### config.mk
export PLATFORM = sky130hd
export DESIGN_NAME = rmart_ctrl
export DESIGN_NICKNAME = d
export VERILOG_FILES = /design/src/rtl/rmart_pkg.sv /design/src/rtl/rmart_ctrl.sv
export SDC_FILE = /design/constraint.sdc
export NUM_CORES = 1
export LEC_CHECK = 0
export BUFFER_PORTS_ARGS = -buffer_cell sky130_fd_sc_hd__buf_4
export CORE_MARGIN = 3
export CORE_UTILIZATION = 35
export DETAILED_ROUTE_END_ITERATION = 8
export SYNTH_ARGS = -nofsm -noshare
export SYNTH_HDL_FRONTEND = slang
export SYNTH_SLANG_ARGS = --single-unit
### constraint.sdc
create_clock -name clk_i -period 1.64 [get_ports clk_i]
set_clock_uncertainty 0.2 [all_clocks]
set_input_delay 0.328 -clock clk_i [delete_from_list [all_inputs] [get_ports clk_i]]
set_output_delay 0.328 -clock clk_i [all_outputs]
set_load 0.1 [all_outputs]
### src/rtl/rmart_pkg.sv
// Package for the run moving-average range tracker: beat types, action codes,
// ring sizing and the controller/datapath command and status structs. No dependencies.
package rmart_pkg;

  localparam int RingDepth = 16;
  localparam int RingAw    = $clog2(RingDepth);
  localparam int FillW     = $clog2(RingDepth + 1);
  localparam int NumTrk    = 8;
  localparam int SumW      = 28;
  localparam int MagW      = SumW - 1;

  // reciprocal constants: floor(n / d) = (n * M) >> s for any n below 2^27
  localparam int RecipW = 28;
  localparam int ProdW  = MagW + RecipW;
  localparam logic [RecipW-1:0] Recip3 = 28'd178956971;  // (2^29 + 1) / 3
  localparam logic [RecipW-1:0] Recip5 = 28'd214748365;  // (2^30 + 1) / 5
  localparam logic [4:0] Sh3  = 5'd29;
  localparam logic [4:0] Sh5  = 5'd30;
  localparam logic [4:0] Sh12 = 5'd31;  // divide by 3, then by 4

  localparam logic [1:0] ActStart  = 2'd0;
  localparam logic [1:0] ActSample = 2'd1;
  localparam logic [1:0] ActFinish = 2'd2;

  localparam logic [3:0] Win3  = 4'd3;
  localparam logic [3:0] Win5  = 4'd5;
  localparam logic [3:0] Win12 = 4'd12;

  localparam logic [15:0] AdvMax = 16'hFFFF;
  localparam logic [2:0]  LastTrk = 3'd7;

  typedef struct packed {
    logic [1:0]         action;
    logic [31:0]        timestamp_ms;
    logic signed [23:0] weight;
    logic signed [23:0] distance;
    logic               sample_valid;
    logic               advisory_event;
    logic               stop_abnormal;
  } in_item_t;

  typedef struct packed {
    logic [2:0]         tracker_index;
    logic               range_valid;
    logic signed [23:0] range_min;
    logic signed [23:0] range_max;
    logic [31:0]        test_id;
    logic [31:0]        sample_count;
    logic [31:0]        run_time_ms;
    logic [15:0]        adv_total;
    logic               run_aborted;
    logic               last;
  } out_item_t;

  typedef struct packed {
    logic               ok;
    logic signed [23:0] w;
    logic signed [23:0] d;
  } ring_entry_t;

  typedef struct packed {
    logic start;
    logic sample;
    logic finish;
    logic rd;
    logic acc;
    logic div_start;
    logic div_step;
    logic feed;
    logic emit_next;
  } cmd_t;

  typedef struct packed {
    logic active;
    logic win_hit;
    logic walk_end;
    logic div_done;
    logic emit_last;
  } status_t;

endpackage

### src/rtl/rmart_ctrl.sv
// Controller for the range tracker: one-hot state machine that sequences
// the ring walk, the divider and the result beats. Uses rmart_pkg.
module rmart_ctrl (
  input  logic               clk_i,
  input  logic               rst_ni,
  input  logic               in_valid_i,
  input  logic [1:0]         action_i,
  output logic               in_stall_o,
  output logic               out_valid_o,
  input  logic               out_stall_i,
  input  rmart_pkg::status_t sts_i,
  output rmart_pkg::cmd_t    cmd_o
);
  import rmart_pkg::*;

  typedef enum logic [6:0] {
    StIdle = 7'b0000001,
    StRd   = 7'b0000010,
    StAcc  = 7'b0000100,
    StChk  = 7'b0001000,
    StDiv  = 7'b0010000,
    StFeed = 7'b0100000,
    StEmit = 7'b1000000
  } state_e;

  state_e state_q, state_d;
  logic   in_acc;

  assign in_stall_o  = (state_q != StIdle);
  assign out_valid_o = (state_q == StEmit);
  assign in_acc      = in_valid_i && (state_q == StIdle);

  always_comb begin
    state_d = state_q;
    cmd_o   = '0;
    unique case (state_q)
      StIdle: begin
        if (in_acc) begin
          unique case (action_i)
            ActStart: cmd_o.start = 1'b1;
            ActSample: begin
              if (sts_i.active) begin
                cmd_o.sample = 1'b1;
                state_d      = StRd;
              end
            end
            ActFinish: begin
              if (sts_i.active) begin
                cmd_o.finish = 1'b1;
                state_d      = StEmit;
              end
            end
            default: ;
          endcase
        end
      end
      StRd: begin
        cmd_o.rd = 1'b1;
        state_d  = StAcc;
      end
      StAcc: begin
        cmd_o.acc = 1'b1;
        state_d   = StChk;
      end
      StChk: begin
        if (sts_i.win_hit) begin
          cmd_o.div_start = 1'b1;
          state_d         = StDiv;
        end else if (sts_i.walk_end) begin
          state_d = StIdle;
        end else begin
          state_d = StRd;
        end
      end
      StDiv: begin
        if (sts_i.div_done) state_d = StFeed;
        else cmd_o.div_step = 1'b1;
      end
      StFeed: begin
        cmd_o.feed = 1'b1;
        state_d    = sts_i.walk_end ? StIdle : StRd;
      end
      StEmit: begin
        if (!out_stall_i) begin
          cmd_o.emit_next = 1'b1;
          if (sts_i.emit_last) state_d = StIdle;
        end
      end
      default: state_d = StIdle;
    endcase
  end

  always_ff @(posedge clk_i or negedge rst_ni) begin
    if (!rst_ni) begin
      state_q <= StIdle;
    end else begin
      state_q <= state_d;
    end
  end

endmodule

==> metrics.md, run 1 <==
| Metric | Value |
|---|---|
| Vias in the first global route | `810` |
| R2r endpoint | `state_q[0]` |
| Pwr Total | `1.75 mW` |
| Slew at the pin closest to its max-slew limit | `0.461 ns` |
| Clock Latency Late Sink | `0.28 ns` |
| Final worst slack | `-0.636 ns` |
| Most common flop cell mapped by yosys | `dfrtp_1` |
| Full die area | `2080 µm²` |
| Fmax | `0.439 GHz` |
| Slew Viols, Final | `0` |
| Via count | `822` |
| CTS tree | `built` |
| Total grt overflow | `0` |
| Post-synthesis adder-cell area fraction | `0%` |
| Synth cell count leaders | `nor2_1, dfrtp_1` |
| Most Crowded Layer GR | `met2` |
| CTS Buf Count | `3` |
| Layout cell share with drive strength beyond 1 | `71.2%` |
| PwrDens | `1330 nW/µm²` |
| Net Sw Frac | `50.0%` |
| Worst-case clock buffer depth | `2` |
| Setup Viol. Count Final | `15` |
| Number of synthesized flops with an enable pin | `0` |
| Clock group share of total power | `10.3%` |
| Ys Warns | `0` |
| M2 GR Usage | `46.5%` |
| Met1 global-route usage | `28.9%` |
| DRC viols | `0` |
| Die Y | `45.6 µm` |
| Top-count cell post-synth | `nor2_1` |
| Post-synthesis xor/xnor area fraction | `3.20%` |
| Mux cell area share after synthesis | `0%` |
| Failing checks | `negative setup slack` |
| # port buffers | `21` |
| Drt total wl | `3.10 mm` |
| DP HPWL | `1.44 mm` |
| RSZ-0062 raised after global routing | `true` |
| Layout area overhead | `140%` |
| Most flops, register | `state_q` |
| # rows | `13` |
| Fin nets | `130` |
| Final worst-path cycle share | `139%` |
| DR iter-0 viols | `32` |
| Worst Path Arrival | `1.75 ns` |
| Register area share after synthesis | `32.2%` |
| Syn Inst Count | `64` |
| Final min period | `2.28 ns` |
| Placed cell count | `120` |
| Synth top area share | `27.4%` |
| Startpoint Class | `flop` |
| DR vias/cell | `6.18` |
| Cell Area, Synth | `548 µm²` |
| Met3 Resource Use GR | `6.32%` |
| Total net switching power | `0.874 mW` |
| Compound-Gate Fraction of Synth Area | `11.4%` |
| Regs by FF count | `state_q: 7 flops` |
| Clock sink count | `7` |
| Tot GR Track Use | `26.2%` |
| Pin count of the biggest net entering global routing | `8` |
| Flop pwr share | `14.7%` |
| Final ANT Viol Nets | `0` |
| Die X | `45.6 µm` |
| Syn Nets | `75` |
| Core Box Area | `1380 µm²` |
| Worst hold-check path type | `primary input to flop` |
| Detailed Routing Iterations Pass 1 | `4` |
| Number of max-cap violations | `0` |
| Status | `complete, but fails checks` |
| Clk Tree Root Cell | `clkbuf_4` |
| R2r worst-path depth | `6` |
| Final-report hold violation count | `0` |
| Asr flop ratio synth | `100%` |
| Largest family of logic cells by synthesized area | `simple AND/OR/NAND/NOR gates` |
| Kind of critical path | `flop to output pin` |
| Clock slew seen by the registers of the worst setup and hold paths | `0.05 ns` |
| Worst Hold Launch | `sts_i[2]` |
| Worst R2R Setup Slack | `-0.22 ns` |
| WL per Instance | `23.3 µm` |
| Fin cells | `133` |
| Routability Congestion | `0.780` |
| Max reg flops | `7` |
| Diode count | `0` |
| R2r startpoint | `state_q[1]` |
| Initial core utilization | `39.6%` |
| Worst Hold Depth | `3` |
| Crit Path Max Fanout | `4` |
| Pleak | `0.568 nW` |
| # IOs | `22` |
| Peak VDD IR | `1.57 mV` |
| Initial antenna violation count | `0` |
| Hold WS | `0.195 ns` |
| First-pass GRT wire length | `3.75 mm` |
| Combinational Power Share | `75.0%` |
| Average size of a mapped cell | `8.56 µm²` |
| Worst Setup End Kind | `output pin` |
| Synth top area cells | `dfrtp_1, nor3_2, dfstp_2, nor2_1, nand2b_1` |
| Hold EP | `state_q[1]` |
| Area leader, netlist | `dfrtp_1` |
| Synthesized-area fraction occupied by and/or/nand/nor cells | `48.6%` |
| Internal Power | `0.873 mW` |
| Worst slew margin | `69.2%` |
| Count of state elements after synthesis | `7` |
| CP required | `1.11 ns` |
| H-Tree Depth | `1` |
| Cell variety after synth | `33` |
## through the flow
stage	setup TNS, ns	setup slack, ns	utilization (%)	instance area [µm²]
floorplan	-6.78	-1.25	-	664
finish	-6.12	-0.636	95.3	1320
global placement	-3.26	-0.357	71.1	983
detailed placement	-3.41	-0.375	71.1	983
global route	-7.14	-0.747	95.3	1320
CTS	-4.96	-0.585	91.0	1260
## layout by cell type (no fill, tap or decap), types with 2 or more instances in the layout
cell / count
dfrtp_1: 2
nand2_4: 2
buf_6: 11
buf_4: 30
nor4b_4: 2
clkbuf_4: 3
nand2_1: 3
nor2_4: 2
clkinvlp_4: 2
nand3_1: 3
dfrtp_2: 4
nand2b_1: 3
nor3_4: 7
buf_12: 10
nor2_1: 5
## kinds of logic (layout without fill, tap and decap cells)
logic type,after synthesis,in the layout
compound gates,8,8
xor+xnor,2,2
buf+inv,6,60
flops,7,7
simple gates,41,41
## worst max-delay path, cell delays in order (launching register included)
cell     delay, ns
dfstp_2       0.55
nor4b_4       0.28
nand2_4       0.14
nor4b_4       0.24
buf_6         0.26
## power groups by stage
stage                     Sequential [mW]  Clock [mW]  Combinational, mW
after floorplan                     0.246           0              0.646
after global placement              0.248           0              0.927
after detailed placement            0.252           0              0.932
after CTS                           0.251       0.171               1.18
after global routing                0.260       0.185               1.37
final                               0.258       0.179               1.31
## area by class of cell
class	count	area [µm²]
clock buffer	4	26.3
fill	33	65.1
inverter	4	22.5
multi-input combinational	51	509
sequential	7	181
tap	15	18.8
timing repair buffer	52	559
## timing repair
action | CTS | global route
endpoints found under the setup margin | 16 | 17
hold buffers | 1 | 0
pin swaps | 12 | 9
gates resized for setup | 49 | 8
hold endpoints to repair | 7 | 0
setup buffers | 6 | 6
## worst max path at each step
stage                from        to  slack (ns)  depth (start not counted)
2_1_floorplan  state_q[0]  cmd_o[8]       -1.25                          4
3_3_place_gp   state_q[0]  cmd_o[8]       -0.36                          4
3_5_place_dp   state_q[0]  cmd_o[8]       -0.38                          4
4_1_cts        state_q[0]  cmd_o[8]       -0.58                          4
5_1_grt        state_q[0]  cmd_o[8]       -0.75                          4
6_report       state_q[0]  cmd_o[8]       -0.64                          4
## layer usage
metal / vias to the layer above / wire length, µm
met5: - / 0
met4: 0 / 123
met3: 18 / 246
met2: 60 / 1650
met1: 401 / 1070
li1: 343 / -
(Power assumes the default switching activity.)
==> inputs of run 2 (changes only) <==
--- a/config.mk
+++ b/config.mk
@@ -5,10 +5,16 @@
 export SDC_FILE = /design/constraint.sdc
 export NUM_CORES = 1
 export LEC_CHECK = 0
+export ABC_AREA = 1
 export BUFFER_PORTS_ARGS = -buffer_cell sky130_fd_sc_hd__buf_4
+export CELL_PAD_IN_SITES_DETAIL_PLACEMENT = 2
+export CELL_PAD_IN_SITES_GLOBAL_PLACEMENT = 2
+export CORE_ASPECT_RATIO = 1.75
 export CORE_MARGIN = 3
-export CORE_UTILIZATION = 35
+export CORE_UTILIZATION = 22
+export CTS_BUF_LIST = sky130_fd_sc_hd__clkbuf_8
 export DETAILED_ROUTE_END_ITERATION = 8
+export PLACE_DENSITY_LB_ADDON = 0.1
 export SYNTH_ARGS = -nofsm -noshare
 export SYNTH_HDL_FRONTEND = slang
 export SYNTH_SLANG_ARGS = --single-unit
==> metrics.md, run 2 <==
| Metric | Value |
|---|---|
| Status | `did not finish` |
| Stopped at | `global routing` |
| Tool error | `[ERROR DPL-0033] detailed placement checks failed during check placement.` |
| Count of state elements after synthesis | `7` |
| Most common flop cell mapped by yosys | `dfrtp_1` |
| Pin count of the biggest net entering global routing | `8` |
| DP HPWL | `2.02 mm` |
| Syn Nets | `96` |
| # port buffers | `21` |
| Cell variety after synth | `17` |
| Initial core utilization | `23.5%` |
| Worst_ep kind | `primary output` |
| Synth cell count leaders | `nor2_1, nand2_1, inv_1` |
| H-Tree Depth | `1` |
| Die Y | `72.0 µm` |
| Worst_ep grt | `cmd_o[6]` |
| Routability Congestion | `0.749` |
| Clock sink count | `7` |
| Cell Area, Synth | `548 µm²` |
| Syn Inst Count | `85` |
| Register area share after synthesis | `32.2%` |
| # IOs | `22` |
| Synth top area share | `27.4%` |
| Asr flop ratio synth | `100%` |
| Ys Warns | `0` |
| Clk Tree Root Cell | `clkbuf_8` |
| CTS Buf Count | `3` |
| Initial antenna violation count | `0` |
| Placed cell count | `159` |
| # rows | `23` |
| Number of synthesized flops with an enable pin | `0` |
| Die X | `43.7 µm` |
| Top-count cell post-synth | `nor2_1` |
| Area leader, netlist | `dfrtp_1` |
| Synth top area cells | `dfrtp_1, nor2_1, nand2_1, inv_1, nor2_4` |
| Average size of a mapped cell | `6.45 µm²` |
| Worst-case clock buffer depth | `2` |
-- run 2: cell types whose count changed after synthesis, moves of 2 or more --
cell	delta
nor2_4	+4
nor2_2	+3
buf_2	-2
o21ai_0	+2
nand2_1	+13
nor3_2	-3
nor2_1	+14
nand2b_1	-4
nor2b_1	-2
inv_2	+2
nor3_1	-3
inv_1	+11
-- run 2: kinds of logic after synthesis --
logic type | count (synthesis) | synth area share (%)
simple gates | 58 | 52.7
buf+inv | 17 | 11.6
flops | 7 | 32.2
compound gates | 3 | 3.43
-- run 2: through the flow --
stage | utilization (%) | cell area (µm²) | setup WS, ns | hold slack, ns
after floorplan | - | 636 | -1.02 | -0.168
after global placement | 44.4 | 1030 | -0.346 | -0.0534
after detailed placement | 44.4 | 1030 | -0.444 | -0.0538
after CTS | 59.4 | 1380 | -0.534 | 0.262
-- run 2: timing repair --
item,4_1_cts
gates cloned,0
pin swaps,20
resized for setup,54
setup buffers,13
setup endpoints to repair,15
hold buffers,1
endpoints found under the hold margin,7
==> inputs of run 3 (changes only) <==
==> config.mk (replaced) <==
export PLATFORM = sky130hd
export DESIGN_NAME = rmart_ctrl
export DESIGN_NICKNAME = d
export VERILOG_FILES = /design/src/rtl/rmart_pkg.sv /design/src/rtl/rmart_ctrl.sv
export SDC_FILE = /design/constraint.sdc
export NUM_CORES = 1
export LEC_CHECK = 0
export ABC_AREA = 1
export BUFFER_PORTS_ARGS = -buffer_cell sky130_fd_sc_hd__buf_4
export CORE_AREA = 3 3 64 66
export DETAILED_ROUTE_END_ITERATION = 8
export DIE_AREA = 0 0 67 69
export PLACE_DENSITY_LB_ADDON = 0.15
export SYNTH_ARGS = -nofsm -noshare
export SYNTH_HDL_FRONTEND = slang
export SYNTH_SLANG_ARGS = --single-unit
==> constraint.sdc (replaced) <==
create_clock -name clk_i -period 2.1 [get_ports clk_i]
set_clock_uncertainty 0.2 [all_clocks]
set_input_delay 0.42 -clock clk_i [delete_from_list [all_inputs] [get_ports clk_i]]
set_output_delay 0.42 -clock clk_i [all_outputs]
set_load 0.1 [all_outputs]
==> metrics.md, run 3 <==
| Metric | Value |
|---|---|
| Die X | `67 µm` |
| Slew Viols, Final | `0` |
| Synth cell count leaders | `nor2_1, nand2_1, inv_1` |
| Number of fillers in the final layout | `402` |
| Pleak | `0.532 nW` |
| Cell area after layout | `1160 µm²` |
| Routability Congestion | `0.761` |
| Highest metal used | `met4` |
| Commonest non-fill, non-tap cell in the layout | `buf_4` |
| Fin nets | `135` |
| Placed cell areas | `881 µm²` |
| Metal3 WL | `108 µm` |
| Syn Inst Count | `85` |
| Final ANT Viol Nets | `0` |
| Initial core utilization | `15.1%` |
| DRC viols | `0` |
| Worst Setup End Kind | `output pin` |
| Layout area overhead | `112%` |
| Clk Tree Root Cell | `clkbuf_8` |
| Max reg flops | `7` |
| Drt total wl | `1.62 mm` |
| Setup Viol. Count Final | `4` |
| Total grt overflow | `0` |
| Clock slew seen by the registers of the worst setup and hold paths | `0.04 ns` |
| Worst Path Arrival | `1.56 ns` |
| Commonest cells after routing, fill and taps aside | `buf_4, nor2_1, nand2_1` |
| Kind of critical path | `flop to output pin` |
| RSZ-0062 raised after global routing | `true` |
| H-Tree Depth | `1` |
| Worst-case clock buffer depth | `2` |
| Final worst-path cycle share | `104%` |
| Cell Area, Synth | `548 µm²` |
| Pwr Total | `1.41 mW` |
| Tot GR Track Use | `7.38%` |
| Synth top area cells | `dfrtp_1, nor2_1, nand2_1, inv_1, nor2_4` |
| Status | `complete, but fails checks` |
| Final min period | `2.18 ns` |
| Pre-CTS setup slack | `-0.0423 ns` |
| Syn Nets | `96` |
| Die Y | `69 µm` |
| DR iter-0 viols | `5` |
| Ys Warns | `0` |
| Final worst slack | `-0.0753 ns` |
| Number of synthesized flops with an enable pin | `0` |
| PwrDens | `1210 nW/µm²` |
| Initial antenna violation count | `0` |
| CP required | `1.48 ns` |
| Top-count cell post-synth | `nor2_1` |
| Via count | `629` |
| First-pass GRT wire length | `2.62 mm` |
| Layout cell share with drive strength beyond 1 | `56.9%` |
| Slew at the pin closest to its max-slew limit | `0.234 ns` |
| WL per Instance | `9.45 µm` |
| Startpoint Class | `flop` |
| Asr flop ratio synth | `100%` |
| # port buffers | `21` |
| Average size of a mapped cell | `6.45 µm²` |
| Worst slew margin | `84.3%` |
| # rows | `22` |
| Cell variety after synth | `17` |
| Failing checks | `negative setup slack` |
| Crit Path Max Fanout | `4` |
| CTS tree | `built` |
| Full die area | `4620 µm²` |
| DP HPWL | `1.31 mm` |
| Regs by FF count | `state_q: 7 flops` |
| Detailed Routing Iterations Pass 1 | `3` |
| Register area share after synthesis | `32.2%` |
| Fmax | `0.460 GHz` |
| DRT met1 WL | `712 µm` |
| Vias in the first global route | `621` |
| Area leader, netlist | `dfrtp_1` |
| Core Box Area | `3630 µm²` |
| Most flops, register | `state_q` |
| # IOs | `22` |
| Post-layout util | `32.0%` |
| DR vias/cell | `3.68` |
| Pin count of the biggest net entering global routing | `8` |
| Number of max-cap violations | `0` |
| Diode count | `0` |
| Worst hold-check path type | `primary input to flop` |
| CTS Buf Count | `3` |
| Wire length on met2 | `776 µm` |
| Clock Latency Late Sink | `0.22 ns` |
| Clock sink count | `7` |
| Peak VDD IR | `0.951 mV` |
| Final-report hold violation count | `0` |
| Most common flop cell mapped by yosys | `dfrtp_1` |
| Synth top area share | `27.4%` |
| Count of state elements after synthesis | `7` |
-- run 3: cell counts after synthesis --
Identical to the previous run, type by type.
-- run 3: logic make-up after synthesis --
logic type	after synthesis	share of synthesized area (%)
AND/OR/NAND/NOR	58	52.7
buffers and inverters	17	11.6
flip-flops	7	32.2
AO/OA/AOI/OAI	3	3.43
-- run 3: power by group --
| part | switching (mW) | internal, mW |
|---|---|---|
| sequential | 0.0264 | 0.174 |
| combinational | 0.627 | 0.390 |
| clock | 0.0564 | 0.131 |
-- run 3: worst max-delay path, stage by stage, from the launching register on --
cell and delay, ns:
dfstp_2 0.53, inv_2 0.03, nor2_2 0.08, nand2_2 0.06
nor2_4 0.16, inv_6 0.06, nor4_4 0.15, buf_6 0.26
-- run 3: area by class of cell --
class / instances / area (µm²) / area share, %
repair buffers: 34 / 372 / 32.0
multi-input cells: 61 / 437 / 37.6
clock buffers: 4 / 45.0 / 3.88
flip-flops and latches: 7 / 176 / 15.2
well taps: 48 / 60.1 / 5.17
inverters: 17 / 71.3 / 6.14
-- run 3: final timing paths --
kind | startpoint | end | slack [ns] | depth (start not counted)
min in group asynchronous | rst_ni | state_q[2] | 0.35 | 2
max in group asynchronous | rst_ni | state_q[0] | 1.14 | 2
worst max register to register | state_q[0] | state_q[0] | 0.50 | 10
worst min register to register | state_q[2] | state_q[3] | 0.42 | 2
worst min-delay path | sts_i[1] | state_q[4] | 0.33 | 4
worst max-delay path | state_q[0] | cmd_o[6] | -0.08 | 7
-- run 3: timing repair --
action | 4_1_cts | 5_1_grt
hold endpoints to repair | 7 | 0
gates resized for setup | 29 | 20
setup endpoints to repair | 10 | 11
hold buffers | 1 | 0
buffers inserted | 3 | 2
pin swaps | 5 | 5
-- run 3: metrics by stage --
step	instances	setup TNS (ns)	hold slack [ns]
finish	171	-0.241	0.328
global route	171	-0.667	0.351
CTS	169	-0.615	0.339
detailed placement	161	-0.0423	0.0428
global placement	161	-0.0292	0.0431
floorplan	85	-1.22	-0.0756
-- run 3: metal layers --
metal  GRT usage (%)  vias to the layer above
met1            9.32                      273
li1                -                      335
met2            11.4                       19
met5               0                        -
met4            3.38                        0
met3            2.12                        2
